--- config.mk ---
export PLATFORM = sky130hd
export DESIGN_NAME = mlfq_sched_stats_unit_core
export DESIGN_NICKNAME = d
export VERILOG_FILES = /design/src/rtl/core/mlfq_pkg.sv /design/src/rtl/core/mlfq_sched_stats_unit_core.sv
export SDC_FILE = /design/constraint.sdc
export NUM_CORES = 2
export LEC_CHECK = 0
export ABC_AREA = 1
export BUFFER_PORTS_ARGS = -buffer_cell sky130_fd_sc_hd__clkbuf_2
export CAP_MARGIN = 15
export CORE_MARGIN = 2
export CORE_UTILIZATION = 63
export DETAILED_ROUTE_END_ITERATION = 6
export PLACE_DENSITY = 0.8
export SLEW_MARGIN = 20
export SYNTH_ARGS = -nofsm -noshare
export SYNTH_HDL_FRONTEND = slang
export SYNTH_SLANG_ARGS = --single-unit
--- constraint.sdc ---
create_clock -name clock -period 9.86 [get_ports clock]
set_input_delay 1.479 -clock clock [delete_from_list [all_inputs] [get_ports clock]]
set_output_delay 1.479 -clock clock [all_outputs]
set_load 0.02 [all_outputs]
--- src/rtl/core/mlfq_pkg.sv ---
`default_nettype none

package mlfq_pkg;

   // Fixed point format: signed 17.14.
   localparam int FP_SHIFT = 14;
   localparam int FP_ONE   = 1 << FP_SHIFT;

   // Scheduler constants.
   localparam int LOAD_DECAY = 16110;
   localparam int LOAD_GAIN  = 273;
   localparam int PRIO_BASE  = 63;

   // Field widths.
   localparam int LA_W   = 24;
   localparam int CPU_W  = 32;
   localparam int NICE_W = 6;
   localparam int RC_W   = 10;
   localparam int VAL_W  = 32;

   // Decay divider: one quotient bit per stage, quotient always below FP_ONE.
   localparam int DIV_STEPS = FP_SHIFT;
   localparam int REM_W     = LA_W + FP_SHIFT + 2;
   localparam int DEN_W     = LA_W + 2;

   // Product of the decay factor and recent CPU.
   localparam int PROD_W = DIV_STEPS + 1 + CPU_W;

   // Register stages from input to result: capture, prepare, divider, multiply, output.
   localparam int LATENCY = DIV_STEPS + 4;

   // Operation codes.
   typedef enum logic [1:0] {
      OP_LOAD   = 2'd0,
      OP_RECENT = 2'd1,
      OP_PRIO   = 2'd2,
      OP_NONE   = 2'd3
   } op_type;

endpackage

`default_nettype wire

--- src/rtl/core/mlfq_sched_stats_unit_core.sv ---
`default_nettype none

// Scheduler statistics unit in signed 17.14 fixed point. An item is taken at every clock
// edge where start is high and busy is low; busy is high only while reset is applied, so
// one item can enter every cycle. Each item gives exactly one result, shown for one cycle
// with rsp_strobe once it has passed through every register stage of the pipe. Results
// leave in the order that items came in and cannot be held off. The latency is set by
// the decay factor divider, which resolves one quotient bit per stage over 14 stages,
// plus capture, preparation, multiply and output stages. An unused operation code
// gives the value zero.
module mlfq_sched_stats_unit_core (
   input  wire logic                          clock,
   input  wire logic                          reset,
   input  wire logic                          start,
   output logic                               busy,
   input  wire logic [1:0]                    req_type,
   input  wire logic [mlfq_pkg::LA_W-1:0]     req_load_level,
   input  wire logic signed [mlfq_pkg::CPU_W-1:0] req_cpu_usage,
   input  wire logic signed [mlfq_pkg::NICE_W-1:0] req_nice_value,
   input  wire logic [mlfq_pkg::RC_W-1:0]     req_ready_count,
   output logic                               rsp_strobe,
   output logic signed [mlfq_pkg::VAL_W-1:0]  rsp_value
);
   import mlfq_pkg::*;

   logic accept;

   // Input capture stage.
   logic                     in_valid_ff;
   op_type                   in_op_ff;
   logic [LA_W-1:0]          in_la_ff;
   logic signed [CPU_W-1:0]  in_cpu_ff;
   logic signed [NICE_W-1:0] in_nice_ff;
   logic [RC_W-1:0]          in_rc_ff;

   // Preparation logic.
   logic [LA_W+FP_SHIFT-1:0] load_prod;
   logic [RC_W+9-1:0]        gain_prod;
   logic [VAL_W-1:0]         load_val;
   logic [8:0]               prio_base;
   logic [CPU_W:0]           cpu_bias;
   logic signed [CPU_W+1:0]  prio_num;
   logic signed [CPU_W+1:0]  prio_adj;
   logic [VAL_W-1:0]         prio_val;
   logic [VAL_W-1:0]         alt_in;

   // Divider pipeline; index 0 is the preparation stage.
   logic                     pv_ff   [0:DIV_STEPS];
   op_type                   pop_ff  [0:DIV_STEPS];
   logic signed [CPU_W-1:0]  pcpu_ff [0:DIV_STEPS];
   logic signed [NICE_W-1:0] pnice_ff[0:DIV_STEPS];
   logic [VAL_W-1:0]         palt_ff [0:DIV_STEPS];
   logic [REM_W-1:0]         prem_ff [0:DIV_STEPS];
   logic [DEN_W-1:0]         pden_ff [0:DIV_STEPS];
   logic [DIV_STEPS-1:0]     pquo_ff [0:DIV_STEPS];

   // Multiply stage.
   logic                     mul_valid_ff;
   op_type                   mul_op_ff;
   logic signed [NICE_W-1:0] mul_nice_ff;
   logic [VAL_W-1:0]         mul_alt_ff;
   logic signed [PROD_W-1:0] mul_prod_ff;
   logic signed [PROD_W-1:0] mul_prod_in;

   // Output stage.
   logic signed [PROD_W-1:0] scaled_adj;
   logic [VAL_W-1:0]         recent_val;
   logic [VAL_W-1:0]         value_in;
   logic                     rsp_strobe_ff;
   logic [VAL_W-1:0]         rsp_value_ff;

   // The unit never stalls; items offered during reset are refused.
   assign busy   = reset;
   assign accept = start && !busy;

   // Capture the incoming item.
   always_ff @(posedge clock) begin
      if (reset) begin
         in_valid_ff <= 1'b0;
      end else begin
         in_valid_ff <= accept;
      end
      in_op_ff   <= op_type'(req_type);
      in_la_ff   <= req_load_level;
      in_cpu_ff  <= req_cpu_usage;
      in_nice_ff <= req_nice_value;
      in_rc_ff   <= req_ready_count;
   end

   // Load average: decayed average plus the weighted ready count.
   always_comb begin
      load_prod = (LA_W+FP_SHIFT)'(in_la_ff) * (LA_W+FP_SHIFT)'(LOAD_DECAY);
      gain_prod = (RC_W+9)'(in_rc_ff) * (RC_W+9)'(LOAD_GAIN);
      load_val  = VAL_W'(load_prod[LA_W+FP_SHIFT-1:FP_SHIFT]) + VAL_W'(gain_prod);
   end

   // Priority: base minus twice nice, less a quarter of recent CPU, both truncated.
   always_comb begin
      prio_base = 9'(PRIO_BASE) - {{2{in_nice_ff[NICE_W-1]}}, in_nice_ff, 1'b0};
      cpu_bias  = {in_cpu_ff[CPU_W-1], in_cpu_ff}
                  + {{(CPU_W-1){1'b0}}, in_cpu_ff[CPU_W-1], in_cpu_ff[CPU_W-1]};
      prio_num  = $signed({11'b0, prio_base, {FP_SHIFT{1'b0}}})
                  - $signed({{3{cpu_bias[CPU_W]}}, cpu_bias[CPU_W:2]});
      prio_adj  = prio_num + (prio_num[CPU_W+1] ? (CPU_W+2)'(FP_ONE - 1) : '0);
      prio_val  = {{12{prio_adj[CPU_W+1]}}, prio_adj[CPU_W+1:FP_SHIFT]};
   end

   // Results that need no division travel down the pipe alongside it.
   always_comb begin
      case (in_op_ff)
         OP_LOAD: alt_in = load_val;
         OP_PRIO: alt_in = prio_val;
         default: alt_in = '0;
      endcase
   end

   // Preparation stage: divider operands and the early results.
   always_ff @(posedge clock) begin
      if (reset) begin
         pv_ff[0] <= 1'b0;
      end else begin
         pv_ff[0] <= in_valid_ff;
      end
      pop_ff[0]   <= in_op_ff;
      pcpu_ff[0]  <= in_cpu_ff;
      pnice_ff[0] <= in_nice_ff;
      palt_ff[0]  <= alt_in;
      prem_ff[0]  <= {1'b0, in_la_ff, {(FP_SHIFT+1){1'b0}}};
      pden_ff[0]  <= {1'b0, in_la_ff, 1'b0} + DEN_W'(FP_ONE);
      pquo_ff[0]  <= '0;
   end

   // Restoring divider, one quotient bit per stage, most significant first.
   for (genvar g = 0; g < DIV_STEPS; g++) begin : g_div
      localparam int Bit = DIV_STEPS - 1 - g;
      logic [REM_W-1:0] trial;
      logic             fits;

      assign trial = REM_W'(pden_ff[g]) << Bit;
      assign fits  = (prem_ff[g] >= trial);

      always_ff @(posedge clock) begin
         if (reset) begin
            pv_ff[g+1] <= 1'b0;
         end else begin
            pv_ff[g+1] <= pv_ff[g];
         end
         pop_ff[g+1]   <= pop_ff[g];
         pcpu_ff[g+1]  <= pcpu_ff[g];
         pnice_ff[g+1] <= pnice_ff[g];
         palt_ff[g+1]  <= palt_ff[g];
         pden_ff[g+1]  <= pden_ff[g];
         prem_ff[g+1]  <= fits ? (prem_ff[g] - trial) : prem_ff[g];
         pquo_ff[g+1]  <= pquo_ff[g] | (fits ? DIV_STEPS'(1) << Bit : '0);
      end
   end

   // Multiply the decay factor by recent CPU.
   assign mul_prod_in = $signed({1'b0, pquo_ff[DIV_STEPS]}) * pcpu_ff[DIV_STEPS];

   always_ff @(posedge clock) begin
      if (reset) begin
         mul_valid_ff <= 1'b0;
      end else begin
         mul_valid_ff <= pv_ff[DIV_STEPS];
      end
      mul_op_ff   <= pop_ff[DIV_STEPS];
      mul_nice_ff <= pnice_ff[DIV_STEPS];
      mul_alt_ff  <= palt_ff[DIV_STEPS];
      mul_prod_ff <= mul_prod_in;
   end

   // Scale the product back with truncation toward zero and add nice in fixed point.
   always_comb begin
      scaled_adj = mul_prod_ff + (mul_prod_ff[PROD_W-1] ? PROD_W'(FP_ONE - 1) : '0);
      recent_val = scaled_adj[FP_SHIFT+VAL_W-1:FP_SHIFT]
                   + {{(VAL_W-NICE_W-FP_SHIFT){mul_nice_ff[NICE_W-1]}}, mul_nice_ff,
                      {FP_SHIFT{1'b0}}};
      case (mul_op_ff)
         OP_RECENT: value_in = recent_val;
         default:   value_in = mul_alt_ff;
      endcase
   end

   // Output register.
   always_ff @(posedge clock) begin
      if (reset) begin
         rsp_strobe_ff <= 1'b0;
      end else begin
         rsp_strobe_ff <= mul_valid_ff;
      end
      rsp_value_ff <= value_in;
   end

   assign rsp_strobe = rsp_strobe_ff;
   assign rsp_value  = $signed(rsp_value_ff);

   // Every taken item gives a result after the fixed latency.
   a_item_gives_result: assert property (@(posedge clock) disable iff (reset)
      accept |-> ##LATENCY rsp_strobe)
      else $error("item taken without a result after the pipeline latency");

   // No result appears without an item taken at the matching edge.
   a_result_has_item: assert property (@(posedge clock) disable iff (reset)
      rsp_strobe |-> $past(accept, LATENCY))
      else $error("result without a matching item");

   // The divider leaves a remainder below the divisor.
   a_div_remainder: assert property (@(posedge clock) disable iff (reset)
      pv_ff[DIV_STEPS] |-> (prem_ff[DIV_STEPS] < REM_W'(pden_ff[DIV_STEPS])))
      else $error("divider remainder not below divisor");

   // An unused operation code in the multiply stage yields zero in the output register.
   a_unused_op_zero: assert property (@(posedge clock) disable iff (reset)
      (mul_valid_ff && mul_op_ff == OP_NONE) |=> (rsp_value_ff == '0))
      else $error("unused operation gave a nonzero value");

endmodule

`default_nettype wire

==> reports/results.tsv <==
stage	metric	value	unit
outcome	status	finished, violations left	
outcome	violations	DRC	
timing	worst_tran_pin_value	1.04	ns
synthesis	syn_inst	10400	
synthesis	synthDistinctLibCells	63	
timing	maxSlewViolCount	0	
setup_path	cp_top_family	adder cells	
clock_network	cts.sink_count	2077	
timing	worst_clock_skew	0.0302	ns
setup_path	critPathBufInv	5	
layout	layout.nets	11900	
timing	fmax	0.131	GHz
placed_design	numPortBuffers	110	
layout	area.growth.synth_to_final	9.96	%
floorplan	chipHeight	391	µm
setup_path	cp.required	10.63	ns
clock_network	cts_inserted_buffers	191	
placed_design	globalplace.congestion	0.990	
detailed_routing	drt_iter0_markers	4983	
detailed_routing	detail_route.vias_per_cell	5.26	
setup_path	worst_setup_start_kind	register	
synthesis	synth-edff-count	0	
clock_network	postCtsSetupRepairBufs	0	
floorplan	floorplan.die_area	153000	µm²
clock_network	post_cts_hold_buffer_count	0	
timing	final-setup-viol-count	0	
hold_path	hold_class	reg -> reg	
synthesis	synth_seq_area_share	0.440	
grt	grt_antenna_before_repair	6	
synthesis	yosys-top-cells-area	sky130_fd_sc_hd__dfxtp_1, sky130_fd_sc_hd__fa_1, sky130_fd_sc_hd__ha_1	
clock_network	cts-htree-levels	4	
flow_run	drv.max_cap_violation_count	0	
floorplan	fp.dieW	391	µm
setup_path	max_stage_delay_cell_worst_path	sky130_fd_sc_hd__dfxtp_1	
synthesis	async_flop_share	0	
synthesis	yosysWarnings	0	
layout	layout-drive-gt1-share	0.0564	
timing	fin_crit_sh	0.775	
clock_network	ctsResizeCount	0	
synthesis	synth_largest_area_cell	sky130_fd_sc_hd__dfxtp_1	
synthesis	syn_area	94500	µm²
timing	final.setup.tns	0	ns
grt	grt_max_degree	53	
detailed_routing	wl_per_cell	17.6	µm
detailed_routing	total_number_of_vias	66900	
detailed_routing	drt_pre_antenna_iters	7	
detailed_routing	wl	224000	µm
grt	gr-total-overflow	0	
timing	maxSlewHeadroom	0.303	
clock_network	clock_tree.buffer_depth	3	
setup_path	worstSetupPathType	reg -> reg	
synthesis	synth_largest_type_area_fraction	0.440	
placed_design	dpl.cell_count	12400	
timing	timing.hold.ws	0.308	ns
clock_network	cts_tree	built	
timing	final_hold_violation_count	0	
detailed_routing	ant_nets	0	
grt	wire_length_of_the_first_global_routing_pass	358000	µm
synthesis	yosys_register_bits	2077	
clock_network	clk_root_buffer_cell	sky130_fd_sc_hd__clkbuf_16	
timing	finalWorstPathRequiredPeriod	7.65	ns
grt	total_global_routing_track_utilization	0.297	
floorplan	boundaryPins	111	
floorplan	row_count	142	
timing	rsz0062_at_grt	no	
floorplan	placeableCoreArea	149000	µm²
synthesis	ys_top_cells_by_count	sky130_fd_sc_hd__dfxtp_1, sky130_fd_sc_hd__inv_1, sky130_fd_sc_hd__nand2_1, sky130_fd_sc_hd__ha_1, sky130_fd_sc_hd__fa_1	
floorplan	initial_utilization	0.632	
setup_path	worstPathArrival	8.41	ns
clock_network	clk_pin_slew	0.07	ns
grt	vias_in_the_first_global_route	69100	
setup_path	worst-path-max-fanout	7	
layout	final_cells	12700	
detailed_routing	drcViolationCount	9	
placed_design	dp_hpwl	172000	µm
clock_network	clock_latency	0.84	ns
synthesis	synth.avg_cell_area	9.11	µm²
synthesis	synthesized_nets	11700	
synthesis	synth_most_common_cell	sky130_fd_sc_hd__dfxtp_1	
setup_path	slowest_delay	0.54	ns
synthesis	postSynth.topFlopCell	sky130_fd_sc_hd__dfxtp_1	
setup_path	worstSetupEndpointType	register	
## layout make-up
| type | count | area [µm²] |
|---|---|---|
| repair buffers | 136 | 746 |
| multi-input cells | 6245 | 45100 |
| flip-flops and latches | 2077 | 41600 |
| well taps | 2016 | 2520 |
| clock inverters | 99 | 1420 |
| fillers | 11000 | 45500 |
| diodes | 1 | 2.50 |
| clock buffers | 255 | 5360 |
| inverters | 1891 | 7100 |
## logic make-up (layout without fill, tap and decap cells)
kind of cell    after synthesis  count (layout)  share of synthesized area
other cells                   0               1                          0
xor+xnor                    485             485                     0.0450
compound gates             1445            1445                     0.0841
simple gates               3059            3059                      0.134
flops                      2077            2077                      0.440
buf+inv                    2043            2381                     0.0821
fa+ha+maj                  1256            1256                      0.215
## worst paths after layout
check / from / to / slack [ns] / cells after the start
worst max-delay path: in_la_ff[3]$_DFF_P_ / palt_ff[0][22]$_DFF_P_ / 2.21 / 30
worst min-delay path: pcpu_ff[1][156]$_DFF_P_ / pcpu_ff[1][188]$_DFF_P_ / 0.31 / 0
worst max register to register: in_la_ff[3]$_DFF_P_ / palt_ff[0][22]$_DFF_P_ / 2.21 / 30
worst min register to register: pcpu_ff[1][156]$_DFF_P_ / pcpu_ff[1][188]$_DFF_P_ / 0.31 / 0
## state kept, by name (all words and copies together) (netlist names), 26 cells and up
| register | count |
|---|---|
| palt_ff | 390 |
| mul_prod_ff | 47 |
| in_cpu_ff | 32 |
| prem_ff | 427 |
| pden_ff | 350 |
| pcpu_ff | 480 |
| pnice_ff | 90 |
| pquo_ff | 105 |
| rsp_value | 32 |
| mul_alt_ff | 26 |
| pop_ff | 30 |
## layer usage
layer / GRT usage / vias up / routed length (µm) / share of wire
met5: 0 / - / 13 / 0.000058
met4: 0.157 / 2 / 12900 / 0.058
met3: 0.0457 / 654 / 12500 / 0.056
met2: 0.528 / 2255 / 111000 / 0.49
met1: 0.346 / 31300 / 87900 / 0.39
li1: - / 32700 / - / -
## per-stage QoR
stage                     setup slack, ns  utilization  instance area (µm²)
after detailed placement             2.11        0.650                97100
final                                2.21        0.695               104000
after CTS                            2.12        0.695               104000
after global routing                 1.56        0.695               104000
after global placement               2.24        0.650                97100
after floorplan                      3.05            -                94500
## placed cells by master, fill, tap and decap left out, types with 34 or more instances in the layout
master                      synthesis  layout
sky130_fd_sc_hd__xnor2_1          233     233
sky130_fd_sc_hd__xor2_1           251     251
sky130_fd_sc_hd__ha_1             649     649
sky130_fd_sc_hd__nand2_1         1867    1867
sky130_fd_sc_hd__o21ai_1           52      53
sky130_fd_sc_hd__o21a_1            40      40
sky130_fd_sc_hd__nand3_1          239     239
sky130_fd_sc_hd__fa_1             607     607
sky130_fd_sc_hd__inv_1           1872    1870
sky130_fd_sc_hd__a31oi_1           51      51
sky130_fd_sc_hd__o21ai_0          523     522
sky130_fd_sc_hd__nand2_2           38      38
sky130_fd_sc_hd__clkbuf_8           0      34
sky130_fd_sc_hd__nand4_1           89      89
sky130_fd_sc_hd__clkbuf_16          0     191
sky130_fd_sc_hd__nor2_1           603     602
sky130_fd_sc_hd__dfxtp_1         2077    2077
sky130_fd_sc_hd__clkbuf_2           0     110
sky130_fd_sc_hd__a21oi_1          595     594
sky130_fd_sc_hd__nor3_1            95      94
Power is left out: the tool's default activity adds up to more than one toggle a clock period on the data nets, which glitch-free logic cannot reach.
